$ cat config.mk
export PLATFORM = sky130hd
export DESIGN_NAME = hsv_to_rgb_converter_unit_flat
export DESIGN_NICKNAME = d
export VERILOG_FILES = /design/src/hdl/hsv_pkg.sv /design/src/hdl/hsv_in_if.sv /design/src/hdl/hsv_out_if.sv /design/src/hdl/hsv_to_rgb_converter_unit.sv /design/src/hdl/hsv_front.sv /design/src/hdl/hsv_scale.sv /design/src/hdl/hsv_mix.sv /design/src/flat_wrapper.sv
export SDC_FILE = /design/constraint.sdc
export NUM_CORES = 2
export LEC_CHECK = 0
export BUFFER_PORTS_ARGS = -buffer_cell sky130_fd_sc_hd__buf_2
export CAP_MARGIN = 20
export CORE_AREA = 4 4 226 228
export CTS_BUF_LIST = sky130_fd_sc_hd__clkbuf_16
export DETAILED_ROUTE_END_ITERATION = 10
export DIE_AREA = 0 0 230 232
export HOLD_SLACK_MARGIN = 0.1
export PLACE_DENSITY = 0.85
export RECOVER_POWER = 25
export SETUP_SLACK_MARGIN = 0.02
export SYNTH_ARGS = -nofsm -noshare
export SYNTH_HDL_FRONTEND = slang
export SYNTH_SLANG_ARGS = --single-unit
$ cat constraint.sdc
create_clock -name clk -period 6.9 [get_ports clk]
set_input_delay 1.035 -clock clk [delete_from_list [all_inputs] [get_ports clk]]
set_output_delay 1.035 -clock clk [all_outputs]
set_load 0.05 [all_outputs]
$ cat src/hdl/hsv_pkg.sv
// ----------------------------------------------------------------------------
// hsv_pkg
// Shared types and constants for the HSV to RGB converter pipeline.
// ----------------------------------------------------------------------------
package hsv_pkg;

  typedef logic [15:0] q15_t;
  typedef logic [2:0]  sector_t;

  localparam q15_t         ONE       = 16'h8000;
  localparam logic [12:0]  SPAN      = 13'd960;
  localparam logic [12:0]  HUE_LIMIT = 13'd5760;
  localparam logic [9:0]   SPAN_F    = 10'd960;
  // floor(q/15) estimate: (q * RECIP15) >> 16, at most one low
  localparam logic [12:0]  RECIP15   = 13'd4369;
  localparam logic [4:0]   DIV_REST  = 5'd15;

  localparam sector_t SEC_R_TO_Y = 3'd0;
  localparam sector_t SEC_Y_TO_G = 3'd1;
  localparam sector_t SEC_G_TO_C = 3'd2;
  localparam sector_t SEC_C_TO_B = 3'd3;
  localparam sector_t SEC_B_TO_M = 3'd4;
  localparam sector_t SEC_M_TO_R = 3'd5;

  typedef struct packed {
    logic    grey;
    sector_t sector;
    logic [9:0] fsel;
    q15_t    sat;
    q15_t    val;
  } hsv_s1_t;

  typedef struct packed {
    logic    grey;
    sector_t sector;
    logic [9:0] fsel;
    q15_t    chroma;
    q15_t    val;
  } hsv_s2_t;

  typedef struct packed {
    logic    grey;
    sector_t sector;
    q15_t    chroma;
    q15_t    m;
    logic [18:0] quo;
  } hsv_s3_t;

  typedef struct packed {
    logic    grey;
    sector_t sector;
    q15_t    chroma;
    q15_t    m;
    logic [18:0] quo;
    logic [14:0] est;
  } hsv_s4_t;

endpackage

$ cat src/hdl/hsv_in_if.sv
// ----------------------------------------------------------------------------
// hsv_in_if
// Input channel: one HSV color per item, valid/ready handshake.
// ----------------------------------------------------------------------------
interface hsv_in_if;
  logic        valid;
  logic        ready;
  logic [12:0] hue;
  logic [15:0] saturation;
  logic [15:0] brightness;

  modport source (output valid, output hue, output saturation, output brightness,
                  input ready);
  modport sink (input valid, input hue, input saturation, input brightness,
                output ready);
endinterface

$ cat src/hdl/hsv_out_if.sv
// ----------------------------------------------------------------------------
// hsv_out_if
// Output channel: one RGB color per item, valid/ready handshake.
// ----------------------------------------------------------------------------
interface hsv_out_if;
  logic        valid;
  logic        ready;
  logic [15:0] red;
  logic [15:0] green;
  logic [15:0] blue;

  modport source (output valid, output red, output green, output blue, input ready);
  modport sink (input valid, input red, input green, input blue, output ready);
endinterface

$ cat src/hdl/hsv_to_rgb_converter_unit.sv
// ----------------------------------------------------------------------------
// hsv_to_rgb_converter_unit
// HSV to RGB color conversion in Q1.15, five register stages.
// ----------------------------------------------------------------------------
// Usage:
//   pix_in carries one color per item: hue in 1/16 degree (0..5759),
//   saturation and brightness in Q1.15 (values above 1.0 are clamped).
//   pix_out returns red, green, blue in Q1.15, one item per input item,
//   in order. Hue of 5760 and above yields grey (all channels = v - chroma).
//   An accepted item enters the first of the five register stages at the
//   accepting edge; pix_out.valid rises when it reaches the fifth.
//   Throughput: one item per cycle when not stalled; set by the five-stage
//   pipeline with two multipliers (v*s, chroma*f) and a reciprocal multiply
//   for the /960. Each stage holds its item while the next is full, so
//   bubbles close up and pix_in.ready stays high while any stage is free; a
//   stall on pix_out backs up stage by stage, nothing dropped or repeated.
//   Reset (rst, synchronous) empties all stages; pix_out.valid goes low.
//   No configuration and no state between items.
// ----------------------------------------------------------------------------
module hsv_to_rgb_converter_unit
  import hsv_pkg::*;
(
  input  logic       clk,
  input  logic       rst,
  hsv_in_if.sink     pix_in,
  hsv_out_if.source  pix_out
);

  logic    front_valid;
  logic    front_ready;
  hsv_s2_t front_data;
  logic    scale_valid;
  logic    scale_ready;
  hsv_s4_t scale_data;

  hsv_front u_front (
    .clk        (clk),
    .rst        (rst),
    .up_valid   (pix_in.valid),
    .up_ready   (pix_in.ready),
    .hue        (pix_in.hue),
    .saturation (pix_in.saturation),
    .brightness (pix_in.brightness),
    .dn_valid   (front_valid),
    .dn_ready   (front_ready),
    .dn_data    (front_data)
  );

  hsv_scale u_scale (
    .clk      (clk),
    .rst      (rst),
    .up_valid (front_valid),
    .up_ready (front_ready),
    .up_data  (front_data),
    .dn_valid (scale_valid),
    .dn_ready (scale_ready),
    .dn_data  (scale_data)
  );

  hsv_mix u_mix (
    .clk      (clk),
    .rst      (rst),
    .up_valid (scale_valid),
    .up_ready (scale_ready),
    .up_data  (scale_data),
    .dn_valid (pix_out.valid),
    .dn_ready (pix_out.ready),
    .red      (pix_out.red),
    .green    (pix_out.green),
    .blue     (pix_out.blue)
  );

`ifndef SYNTH
  a_ready_chain: assert property (@(posedge clk) disable iff (rst)
    (!pix_out.valid || pix_out.ready) |-> pix_in.ready)
    else $error("input stalled while output side is free");

  a_range: assert property (@(posedge clk) disable iff (rst)
    pix_out.valid |-> (pix_out.red <= ONE && pix_out.green <= ONE && pix_out.blue <= ONE))
    else $error("channel above 1.0");

  a_hold: assert property (@(posedge clk) disable iff (rst)
    (pix_out.valid && !pix_out.ready) |=> (pix_out.valid && $stable(pix_out.red) &&
      $stable(pix_out.green) && $stable(pix_out.blue)))
    else $error("output item changed while stalled");
`endif

endmodule

$ cat src/hdl/hsv_front.sv
// ----------------------------------------------------------------------------
// hsv_front
// Stages 1-2: clamp inputs, split hue into sector and fraction, form chroma.
// ----------------------------------------------------------------------------
module hsv_front
  import hsv_pkg::*;
(
  input  logic        clk,
  input  logic        rst,
  input  logic        up_valid,
  output logic        up_ready,
  input  logic [12:0] hue,
  input  q15_t        saturation,
  input  q15_t        brightness,
  output logic        dn_valid,
  input  logic        dn_ready,
  output hsv_s2_t     dn_data
);

  logic    v1;
  hsv_s1_t s1;
  hsv_s1_t s1_next;
  logic    ready1;
  logic    ready2;
  logic [12:0] base;
  logic [12:0] frac;
  logic [31:0] prod;

  assign ready2   = !dn_valid || dn_ready;
  assign ready1   = !v1 || ready2;
  assign up_ready = ready1;

  always_comb begin
    s1_next.sat  = (saturation > ONE) ? ONE : saturation;
    s1_next.val  = (brightness > ONE) ? ONE : brightness;
    s1_next.grey = (hue >= HUE_LIMIT);
    priority if (hue >= 13'(5 * SPAN)) begin
      s1_next.sector = SEC_M_TO_R;
      base = 13'(5 * SPAN);
    end else if (hue >= 13'(4 * SPAN)) begin
      s1_next.sector = SEC_B_TO_M;
      base = 13'(4 * SPAN);
    end else if (hue >= 13'(3 * SPAN)) begin
      s1_next.sector = SEC_C_TO_B;
      base = 13'(3 * SPAN);
    end else if (hue >= 13'(2 * SPAN)) begin
      s1_next.sector = SEC_G_TO_C;
      base = 13'(2 * SPAN);
    end else if (hue >= SPAN) begin
      s1_next.sector = SEC_Y_TO_G;
      base = SPAN;
    end else begin
      s1_next.sector = SEC_R_TO_Y;
      base = 13'd0;
    end
    frac = hue - base;
    s1_next.fsel = s1_next.sector[0] ? (SPAN_F - frac[9:0]) : frac[9:0];
  end

  always_ff @(posedge clk) begin
    if (rst) begin
      v1 <= 1'b0;
    end else if (ready1) begin
      v1 <= up_valid;
    end
    if (ready1 && up_valid) begin
      s1 <= s1_next;
    end
  end

  assign prod = 32'(s1.val) * 32'(s1.sat);

  always_ff @(posedge clk) begin
    if (rst) begin
      dn_valid <= 1'b0;
    end else if (ready2) begin
      dn_valid <= v1;
    end
    if (ready2 && v1) begin
      dn_data.grey   <= s1.grey;
      dn_data.sector <= s1.sector;
      dn_data.fsel   <= s1.fsel;
      dn_data.chroma <= prod[30:15];
      dn_data.val    <= s1.val;
    end
  end

endmodule

$ cat src/hdl/hsv_scale.sv
// ----------------------------------------------------------------------------
// hsv_scale
// Stages 3-4: chroma times hue fraction and m = v - chroma, then reciprocal estimate of /960.
// ----------------------------------------------------------------------------
module hsv_scale
  import hsv_pkg::*;
(
  input  logic    clk,
  input  logic    rst,
  input  logic    up_valid,
  output logic    up_ready,
  input  hsv_s2_t up_data,
  output logic    dn_valid,
  input  logic    dn_ready,
  output hsv_s4_t dn_data
);

  logic        v3;
  hsv_s3_t     s3;
  logic        ready3;
  logic        ready4;
  logic [25:0] xprod;
  logic [31:0] rprod;

  assign ready4   = !dn_valid || dn_ready;
  assign ready3   = !v3 || ready4;
  assign up_ready = ready3;

  assign xprod = 26'(up_data.chroma) * 26'(up_data.fsel);

  always_ff @(posedge clk) begin
    if (rst) begin
      v3 <= 1'b0;
    end else if (ready3) begin
      v3 <= up_valid;
    end
    if (ready3 && up_valid) begin
      s3.grey   <= up_data.grey;
      s3.sector <= up_data.sector;
      s3.chroma <= up_data.chroma;
      s3.m      <= up_data.val - up_data.chroma;
      s3.quo    <= xprod[24:6];
    end
  end

  // 960 = 64 * 15: shift first, then divide by 15
  assign rprod = 32'(s3.quo) * 32'(RECIP15);

  always_ff @(posedge clk) begin
    if (rst) begin
      dn_valid <= 1'b0;
    end else if (ready4) begin
      dn_valid <= v3;
    end
    if (ready4 && v3) begin
      dn_data.grey   <= s3.grey;
      dn_data.sector <= s3.sector;
      dn_data.chroma <= s3.chroma;
      dn_data.m      <= s3.m;
      dn_data.quo    <= s3.quo;
      dn_data.est    <= rprod[30:16];
    end
  end

endmodule

$ cat src/hdl/hsv_mix.sv
// ----------------------------------------------------------------------------
// hsv_mix
// Stage 5: finish the divide, place chroma and x per sector (zeros for grey), add m.
// ----------------------------------------------------------------------------
module hsv_mix
  import hsv_pkg::*;
(
  input  logic    clk,
  input  logic    rst,
  input  logic    up_valid,
  output logic    up_ready,
  input  hsv_s4_t up_data,
  output logic    dn_valid,
  input  logic    dn_ready,
  output q15_t    red,
  output q15_t    green,
  output q15_t    blue
);

  logic [18:0] rem;
  q15_t        x;
  q15_t        c;
  q15_t        r_next;
  q15_t        g_next;
  q15_t        b_next;

  assign up_ready = !dn_valid || dn_ready;

  always_comb begin
    rem = up_data.quo - ({4'b0, up_data.est} << 4) + {4'b0, up_data.est};
    x   = {1'b0, up_data.est} + 16'(rem >= 19'(DIV_REST));
    c   = up_data.chroma;
    unique case (up_data.sector)
      SEC_R_TO_Y: begin r_next = c;     g_next = x;     b_next = '0;    end
      SEC_Y_TO_G: begin r_next = x;     g_next = c;     b_next = '0;    end
      SEC_G_TO_C: begin r_next = '0;    g_next = c;     b_next = x;     end
      SEC_C_TO_B: begin r_next = '0;    g_next = x;     b_next = c;     end
      SEC_B_TO_M: begin r_next = x;     g_next = '0;    b_next = c;     end
      default:    begin r_next = c;     g_next = '0;    b_next = x;     end
    endcase
    if (up_data.grey) begin
      r_next = '0;
      g_next = '0;
      b_next = '0;
    end
  end

  always_ff @(posedge clk) begin
    if (rst) begin
      dn_valid <= 1'b0;
    end else if (up_ready) begin
      dn_valid <= up_valid;
    end
    if (up_ready && up_valid) begin
      red   <= r_next + up_data.m;
      green <= g_next + up_data.m;
      blue  <= b_next + up_data.m;
    end
  end

endmodule

$ cat src/flat_wrapper.sv
// flat-port wrapper written by rule: the top's interface ports become plain ports
module hsv_to_rgb_converter_unit_flat import hsv_pkg::*;
  (clk, rst, pix_in_valid, pix_in_hue, pix_in_saturation, pix_in_brightness, pix_in_ready, pix_out_valid, pix_out_red, pix_out_green, pix_out_blue, pix_out_ready);
  hsv_in_if pix_in_i ();
  hsv_out_if pix_out_i ();
  input  logic clk;
  input  logic rst;
  input wire logic [$bits(pix_in_i.valid)-1:0] pix_in_valid;
  input wire logic [$bits(pix_in_i.hue)-1:0] pix_in_hue;
  input wire logic [$bits(pix_in_i.saturation)-1:0] pix_in_saturation;
  input wire logic [$bits(pix_in_i.brightness)-1:0] pix_in_brightness;
  output wire logic [$bits(pix_in_i.ready)-1:0] pix_in_ready;
  output wire logic [$bits(pix_out_i.valid)-1:0] pix_out_valid;
  output wire logic [$bits(pix_out_i.red)-1:0] pix_out_red;
  output wire logic [$bits(pix_out_i.green)-1:0] pix_out_green;
  output wire logic [$bits(pix_out_i.blue)-1:0] pix_out_blue;
  input wire logic [$bits(pix_out_i.ready)-1:0] pix_out_ready;
  assign pix_in_i.valid = pix_in_valid;
  assign pix_in_i.hue = pix_in_hue;
  assign pix_in_i.saturation = pix_in_saturation;
  assign pix_in_i.brightness = pix_in_brightness;
  assign pix_in_ready = pix_in_i.ready;
  assign pix_out_valid = pix_out_i.valid;
  assign pix_out_red = pix_out_i.red;
  assign pix_out_green = pix_out_i.green;
  assign pix_out_blue = pix_out_i.blue;
  assign pix_out_i.ready = pix_out_ready;
  hsv_to_rgb_converter_unit u_core (.clk(clk), .rst(rst), .pix_in(pix_in_i), .pix_out(pix_out_i));
endmodule
# Yosys cells after proc, flatten, opt, wreduce, memory -nomap -nowiden
# Cells that the tools add are included.
# word_totals
ff_bits,270
output_inout_bits,50
word_cells,95
# op_classes
n_addsub,9
multipliers,3
magnitude_cmp,9
eq_ne,4
n_mux,17
n_reduce_logical,23
# op_table
operator,count
$pmux W16 S2,3
$mux W10,6
$add A16 B16 Y16,3
$mux W16,3
$gt A16 B16 Y1 const B,2
$mul A16 B16 Y31,1
$mul A19 B13 Y31 const B,1
$ge A13 B12 Y1 const B,2
$ge A13 B13 Y1 const B,2
$mul A16 B10 Y25,1
$add A19 B15 Y19,1
$ge A19 B4 Y1 const B,1
$sub A19 B19 Y19,1
$add A15 B1 Y16,1
$sub A16 B16 Y16,1
$reduce_or A2 Y1,7
$ge A13 B10 Y1 const B,1
$ge A13 B11 Y1 const B,1
$sub A10 B10 Y10,1
$sub A10 B10 Y10 const A,1
$eq A3 B2 Y1 const B,2
$logic_and A1 B1 Y1,5
$logic_not A1 Y1,5
$logic_or A1 B1 Y1,5
other kinds (5),8

# Longest topological paths before layout
# Gate-level depths: netlist of run 1.
# depth
word_depth,9
depth_mapped,30
ltp_nobuf,30

# Cells and area by module
# From an unflattened synthesis of run 1, not the netlist that was laid out.
# hier_totals
cells_unflattened,2948
area_unflattened_um2,29331.9
# modules_own_cells
mod,n_inst,cells_per_inst,area_each_um2,seq_area_each_um2
hsv_front,1,1196,11862.6,2802.7
hsv_scale,1,1066,11582.4,3793.6
hsv_mix,1,686,5886.9,1461.4

# Least setup slack after synthesis of run 1
# OpenSTA, ideal clock, no wires.
# synth_timing
path_type,input port to flip-flop
start,in pix_out_ready
end,"reg u_core.u_scale.dn_data[0] (netlist name), enable pin"
t_arrival_ps,6208
setup_slack_ps,87
cell_stages,2
n_path_buf,0
cell_sequence,nor2b_1 > a21boi_0
# synth_between
elab_chain_cells,3
# synth_lines
element,line_no,source
start: declaration,flat_wrapper.sv:17,input wire logic [$bits(pix_out_i.ready)-1:0] pix_out_ready;
$logic_or A1 B1 Y1,hsv_mix.sv:27,assign up_ready = !dn_valid || dn_ready;
$logic_or A1 B1 Y1,hsv_scale.sv:25,assign ready4 = !dn_valid || dn_ready;
$logic_and A1 B1 Y1,hsv_scale.sv:55,if (ready4 && v3) begin
end: declaration,hsv_scale.sv:15,output hsv_s4_t dn_data
# No other way between the ends.
# A chain may end at the register's enable or synchronous reset.

# Final worst setup path of run 1
# layout_timing
start,reg u_core.u_scale.dn_data[3] (netlist name)
end,reg u_core.u_mix.red[15] (data pin)
# layout_between
elab_chain_cells,7
# layout_lines
element,line_no,source
$sub A19 B19 Y19,hsv_mix.sv:30,"rem = up_data.quo - ({4'b0, up_data.est} << 4) + {4'b0, up_data.est};"
$add A19 B15 Y19,hsv_mix.sv:30,
$ge A19 B4 Y1,hsv_mix.sv:31,"x = {1'b0, up_data.est} + 16'(rem >= 19'(DIV_REST));"
$add A15 B1 Y16 *,hsv_mix.sv:31,
$pmux W16 S2 *,hsv_mix.sv:33,unique case (up_data.sector)
$mux W16 *,hsv_mix.sv:41,if (up_data.grey) begin
$add A16 B16 Y16 *,hsv_mix.sv:55,red <= r_next + up_data.m;
end signal: assignment,hsv_mix.sv:55,
end: declaration,hsv_mix.sv:15,"output q15_t red,"
# Every way passes the cells marked *; elsewhere a longest branch is shown, timed or not.

==> results.md, run 1 <==
* Largest net degree at the start of global routing at 71
* Diode count at 0
* Number of clock sinks at 270
* Clk root buf: clkbuf_16
* Layout cells sized above 1 at 8.047%
* Fin. Hold Viols at 0
* Worst Path Class, Setup: flip-flop to flip-flop
* DR DRC count at 0
* Synth Area in Adders at 37.42%
* Worst-Margin Slew at 0.9558 ns
* Row cnt at 81
* CP Max Fanout at 6
* First-pass GRT wire length at 104800 um
* Cells on Worst Hold Path at 0
* Reg-to-reg setup timing slack at 0.29 ns
* Setup-failing EPs final at 0
* Synth warn at 0
* Final period utilization at 95.74%
* Max-slew violation count at 0
* Cts bufs inserted at 29
* Startpoint Class: flip-flop
* Die Span Y at 232 um
* Initial antenna violation count at 0
* CTS H-tree lvls at 1
* Syn Nets at 3534
* Hold buffer count at cts at 0
* Post-Synth XOR/XNOR Area at 4.320%
* Unrepaired setup endpoints after global routing: no
* Req. time, crit path at 7.22 ns
* Hold Path Class: flip-flop to flip-flop
* Async SR Flop Fraction at 0%
* Reg-to-reg critical path endpoint: u_core.u_mix.red[15]$_DFFE_PP_
* Die X at 230 um
* Antenna Nets Post-Route at 0
* Skew final at 0.01173 ns
* Total track usage at 23.91%
* Post-synthesis mux area share at 0.7441%
* Worst-path clk slew at 0.06 ns
* Mapped Area at 28580 um2
* CTS tree: yes
* Fmax at 0.1514 GHz
* Initial DRC Count at 1426
* Worst hold endpoint: u_core.u_scale.dn_data[59]$_DFFE_PP_
* Worst reg2reg path depth at 27
* FF-to-FF Start: u_core.u_scale.dn_data[3]$_DFFE_PP_
* Die ar. at 53360 um2
* CTS max path bufs at 3
* DR pass1 iterations at 6
* Largest family of logic cells by synthesized area: adder cells
* Total wire length at 63920 um
* Syn Inst Count at 2830
* Post-synth EDFFs at 265
* Placer Congestion at 0.9782
* Status: finished, final reports clean
* Starting Density at 58.52%
* Crit path time final at 6.606 ns
* Commonest non-fill, non-tap cell in the layout: inv_1
* DR vias at 20.39k
* Critical Path AT at 6.93 ns
* Slew headroom at 36.15%
* Routed len/inst at 17.59 um
* Worst-skew pair later-pin latency at 0.58 ns
* Congestion Overflow GR at 0
* Via/cell ratio at 5.611
* Vias in the first global route at 21.87k
* Hold Crit Start: u_core.u_scale.s3[44]$_DFFE_PP_
* Seq cells post-synth at 270
* Area delta synth->final at 9.056%
* Synth Area in Simple Gates at 14.28%
* Top Ports at 99
* Synth Flop Type: edfxtp_1
* # nets final at 3652
* Synth Area in Compound Gates at 7.367%
* Detailed Place HPWL at 51460 um
* Port Buffers at 98
* Avg Cell Area, Syn at 10.10 um2
* CP Capture Type: flip-flop
* Setup_tns at 0 ns
* Most frequent cells in the layout: inv_1 (507), fa_1 (333), ha_1 (321), nand2_1 (314), edfxtp_1 (265)
* Post-synthesis cell type count at 70
* Core Region at 48850 um2
* Sequential fraction of the synthesis area at 28.19%
* Max Cap Viol at 0
-- layout make-up --
type                       instances  area [um2]
multi-input combinational       1975       18460
fill                            3632       17680
sequential                       270        8058
inverter                         503        1888
timing repair buffer             169       996.0
tap                              664       830.8
clock buffer                      29       725.7
clock inverter                    24       214.0
-- through the flow --
| stage | utilization (%) | instance area, um2 | hold WS, ns | instances | worst slack [ns] |
|---|---|---|---|---|---|
| 6_report | 63.82 | 31170 | 0.4045 | 3634 | 0.2938 |
| 5_1_grt | 63.82 | 31170 | 0.4174 | 3634 | 0.0001128 |
| 4_1_cts | 63.35 | 30950 | 0.4005 | 3608 | 0.05661 |
| 3_5_place_dp | 61.43 | 30010 | 0.4045 | 3555 | 0.1309 |
| 3_3_place_gp | 61.39 | 29990 | 0.4014 | 3554 | 0.3400 |
| 2_1_floorplan | - | 28580 | 0.4003 | 2830 | 0.08663 |
-- state kept, by name, summed over array words and instances (netlist names), 16 cells and up --
name,flops
u_core.u_mix.red,16
u_core.u_front.s1,46
u_core.u_mix.green,16
u_core.u_front.dn_data,46
u_core.u_scale.s3,55
u_core.u_mix.blue,16
u_core.u_scale.dn_data,70
-- metal layers --
| metal | share of wire [%] | GRT usage (%) | wire length (um) |
|---|---|---|---|
| met3 | 6.4 | 3.337 | 4059 |
| met4 | 5.2 | 10.45 | 3300 |
| met5 | 0 | 0 | 0 |
| met1 | 39 | 28.94 | 24880 |
| met2 | 50 | 42.83 | 31680 |
-- how the worst max path moves through the flow --
stage,startpoint,to,slack (ns),cells after the start
after global placement,u_core.u_scale.dn_data[2]$_DFFE_PP_,u_core.u_mix.red[14]$_DFFE_PP_,0.34,27
after floorplan,pix_out_ready,u_core.u_scale.dn_data[0]$_DFFE_PP_,0.09,2
after global routing,u_core.u_scale.dn_data[4]$_DFFE_PP_,u_core.u_mix.green[15]$_DFFE_PP_,0.0001,27
after CTS,u_core.u_scale.dn_data[1]$_DFFE_PP_,u_core.u_mix.red[14]$_DFFE_PP_,0.06,30
after detailed placement,u_core.u_scale.dn_data[1]$_DFFE_PP_,u_core.u_mix.red[14]$_DFFE_PP_,0.13,30
final,u_core.u_scale.dn_data[3]$_DFFE_PP_,u_core.u_mix.red[15]$_DFFE_PP_,0.29,27
-- timing repair --
item	4_1_cts	5_1_grt
resized for setup	0	17
setup endpoints to repair	0	17
buffers inserted	0	26
hold endpoints to repair	0	0
-- critical path, cell delays in order, from the launching register on --
cell and delay, ns:
edfxtp_1 0.50, fa_1 0.59, inv_1 0.05, ha_1 0.37
inv_1 0.12, o2bb2ai_1 0.14, a2111oi_1 0.37, o2111ai_1 0.19
nor4_2 0.23, nand4_1 0.12, or4_1 0.41, a31o_1 0.22
ha_1 0.23, ha_1 0.35, a22oi_1 0.18, o21ai_0 0.10
nand2b_1 0.16, inv_1 0.07, ha_1 0.29, a21o_1 0.17
a21oi_1 0.22, nand2b_1 0.15, a21boi_1 0.09, o41ai_2 0.27
o211ai_1 0.21, a31o_2 0.28, a21oi_1 0.18, xor2_1 0.08
-- cells in the mapped netlist (12+ instances only) --
cell type | number | area (um2)
xor2_1 | 33 | 289.0
fa_1 | 333 | 6666
nor3_1 | 44 | 220.2
mux2i_1 | 19 | 190.2
clkbuf_1 | 80 | 300.3
xnor2_1 | 108 | 945.9
nand4_1 | 12 | 75.07
o21a_1 | 20 | 150.1
nand2_1 | 314 | 1179
and2_1 | 170 | 1064
or3_1 | 12 | 75.07
nand2b_1 | 15 | 93.84
nand3_1 | 39 | 195.2
ha_1 | 322 | 4029
a21o_1 | 22 | 165.2
nor2b_1 | 54 | 337.8
o21ai_0 | 38 | 190.2
inv_1 | 503 | 1888
a22oi_1 | 32 | 240.2
nor2_1 | 150 | 563.0
edfxtp_1 | 265 | 7958
a21oi_1 | 90 | 450.4
-- kinds of logic (layout without fill, tap and decap cells) --
group / Yosys count / after routing
flops: 270 / 270
buf+inv: 585 / 725
compound gates: 309 / 309
fa+ha+maj: 655 / 655
simple gates: 849 / 849
xor+xnor: 141 / 141
mux: 21 / 21
Power of run 1 is left out: the tool's default activity adds up to more than one toggle a clock period on the data nets, which glitch-free logic cannot reach.
==> run 2, diff against run 1 <==
--- a/config.mk
+++ b/config.mk
@@ -5,14 +5,15 @@
 export SDC_FILE = /design/constraint.sdc
 export NUM_CORES = 2
 export LEC_CHECK = 0
+export ABC_AREA = 1
 export BUFFER_PORTS_ARGS = -buffer_cell sky130_fd_sc_hd__buf_2
 export CAP_MARGIN = 20
-export CORE_AREA = 4 4 226 228
+export CORE_AREA = 4 4 234 236
 export CTS_BUF_LIST = sky130_fd_sc_hd__clkbuf_16
 export DETAILED_ROUTE_END_ITERATION = 10
-export DIE_AREA = 0 0 230 232
+export DIE_AREA = 0 0 238 240
 export HOLD_SLACK_MARGIN = 0.1
-export PLACE_DENSITY = 0.85
+export PLACE_DENSITY = 0.78
 export RECOVER_POWER = 25
 export SETUP_SLACK_MARGIN = 0.02
 export SYNTH_ARGS = -nofsm -noshare
==> run 2 against run 1 <==
The flow now finishes with violations (max-capacitance violations, max-slew violations). Flip-flop and latch count stayed put. Core utilization is 1.5 points lower. Final area is 4.8% higher. Clock skew is 0.0019 ns lower.
==> results.md, run 2 <==
* Status: finished, violations left
* Failing checks: max-capacitance violations, max-slew violations
* Final period utilization at 85.07%
* First-pass GRT wire length at 119500 um
* Post-synthesis mux area share at 0%
* Non-Filler Instances at 4386
* Seq cells post-synth at 270
* Commonest non-fill, non-tap cell in the layout: nand2_1
* CP Capture Type: flip-flop
* Layout cells sized above 1 at 5.219%
* Area delta synth->final at 6.448%
* Max-slew violation count at 49
* Syn Inst Count at 3649
* Vias in the first global route at 23.95k
* DR vias at 23.69k
* Sequential fraction of the synthesis area at 26.25%
* Most common cell in the netlist: nand2_1
* CTS max path bufs at 3
* Synth Area in Adders at 34.84%
* Placed Cells incl. Taps at 4330
* Synth top cells by count: nand2_1 (854), inv_1 (847), fa_1 (333)
* Post-CTS Resized at 0
* Fin. Hold Viols at 0
* Max Cap Viol at 1
* Crit path time final at 5.870 ns
* Mapped Area at 30700 um2
* Core Region at 52450 um2
* Max reg flops at 70
* Initial antenna violation count at 0
* CTS tree: yes
* Synth Area in Simple Gates at 16.13%
* Slew headroom at -66.37%
* Via/cell ratio at 5.401
* Synth warn at 0
* Reg-to-reg setup timing slack at 1.03 ns
* Top Ports at 99
* Congestion Overflow GR at 0
* Synth Area in Compound Gates at 7.332%
* DR pass1 iterations at 6
* Detailed Place HPWL at 58320 um
* Setup_tns at 0 ns
* Fmax at 0.1704 GHz
* Synth top area share at 25.92%
* Synth Flop Type: edfxtp_1
* Unrepaired setup endpoints after global routing: no
* Post-Synth XOR/XNOR Area at 3.562%
* CTS H-tree lvls at 1
* Largest net degree at the start of global routing at 71
* Largest stage delay, worst path at 0.89 ns
* Clk root buf: clkbuf_16
* Die ar. at 57120 um2
* Worst Path Class, Setup: flip-flop to flip-flop
* Port Buffers at 98
* Routed len/inst at 16.66 um
* Post-synth EDFFs at 265
* Hold buffer count at cts at 0
* Worst-path clk slew at 0.06 ns
* CP Max Fanout at 17
* Largest area contributor in the netlist: edfxtp_1
* Diode count at 0
* Post-synthesis cell type count at 53
* Req. time, crit path at 7.25 ns
* Antenna Nets Post-Route at 0
* Fill count at 4437
* Critical Path AT at 6.22 ns
* Final design utilization at 62.31%
* Skew final at 0.009788 ns
* Syn Nets at 4353
* Die Span Y at 240 um
* Initial DRC Count at 1651
* Largest family of logic cells by synthesized area: adder cells
* DR DRC count at 0
* Avg Cell Area, Syn at 8.413 um2
* # nets final at 4379
* Worst-skew pair later-pin latency at 0.60 ns
* Cts bufs inserted at 31
* Slowest CP cell: edfxtp_1
* Total wire length at 73080 um
* Hold Path Class: flip-flop to flip-flop
* Async SR Flop Fraction at 0%
* CP Cell Sequence: nand2_1 -> fa_1 -> inv_1 -> fa_1 -> inv_1 -> fa_1 -> fa_1 -> inv_1 -> fa_1 -> inv_1 -> fa_1 -> inv_1 -> ha_1 -> nand2_1 -> nor2_1 -> inv_1 -> nor3_1 -> nand3_1 -> nand3_1 -> nand2_1 -> nand4_1 -> nand2_1
* Most frequent cells in the layout: nand2_1 (854), inv_1 (848), fa_1 (333), ha_1 (322), edfxtp_1 (265)
* Biggest register: u_core.u_scale.dn_data
* Top post-synthesis cells by area: edfxtp_1 (26%), fa_1 (22%), ha_1 (13%), nand2_1 (10%), inv_1 (10%)
* Startpoint Class: flip-flop
* Total track usage at 25.76%
* Placer Congestion at 0.9650
* Starting Density at 58.54%
* Number of clock sinks at 270
* Worst-Margin Slew at 2.496 ns
* Setup Buffers After CTS at 0
* Row cnt at 84
* Die X at 238 um
* Biggest regs: u_core.u_scale.dn_data (70), u_core.u_scale.s3 (55)
* Setup-failing EPs final at 0
## run 2: cell count changes in the layout (fill, tap and decap cells not counted), sizes merged, moves of 22 or more
cell and delta:
nor2b -54, a22oi -30, inv +349, xor2 +48
nor2 +43, o21ai +84, nor3 -22, and2 -170
buf -51, nand2 +542, xnor2 -65, nand3 +65
a21oi +130
## run 2: path summary, 6_finish.rpt
check                                                   startpoint                                    to  depth (start not counted)
worst min register to register     u_core.u_scale.s3[50]$_DFFE_PP_  u_core.u_scale.dn_data[65]$_DFFE_PP_                          0
worst max-delay path            u_core.u_front.s1[8]$_SDFFCE_PN0P_  u_core.u_front.dn_data[31]$_DFFE_PP_                         22
worst min-delay path               u_core.u_scale.s3[50]$_DFFE_PP_  u_core.u_scale.dn_data[65]$_DFFE_PP_                          0
worst max register to register  u_core.u_front.s1[8]$_SDFFCE_PN0P_  u_core.u_front.dn_data[31]$_DFFE_PP_                         22
## run 2: cell type report
cell class,count,area [um2],area share [%]
clock buffers,31,775.7,2.374
multi-input cells,2414,19010,58.18
repair buffers,108,554.3,1.696
inverters,850,3191,9.763
clock inverters,25,226.5,0.6930
well taps,688,860.8,2.634
flip-flops and latches,270,8058,24.66
## run 2: layer usage
metal | vias up | routed length (um) | global-route usage, %
li1 | 11370 | - | -
met1 | 11310 | 29330 | 33.46
met2 | 836 | 35780 | 44.95
met3 | 179 | 5076 | 3.235
met4 | 0 | 2896 | 9.024
met5 | - | 0 | 0
## run 2: cell families after synthesis
family,Yosys count
simple gates,1225
flops,270
xor+xnor,124
fa+ha+maj,655
buf+inv,965
compound gates,410
## run 2: critical path, delay by kind of cell, from the launching register on
| kind | cells | cell delay [ns] |
|---|---|---|
| adder cells (fa/ha/maj) | 7 | 3.38 |
| buffers and inverters | 6 | 0.33 |
| flip-flops | 1 | 0.89 |
| AND/OR/NAND/NOR | 9 | 1.02 |
## run 2: stage by stage
stage / worst slack [ns] / cell area, um2 / hold WS [ns]
detailed placement: 1.104 / 31690 / 0.4045
finish: 1.030 / 32680 / 0.4152
CTS: 1.095 / 32690 / 0.4065
global placement: 1.140 / 31690 / 0.4008
floorplan: 1.466 / 30700 / 0.4003
global route: 0.6475 / 32680 / 0.4180
Power of run 2 is left out for the same reason.
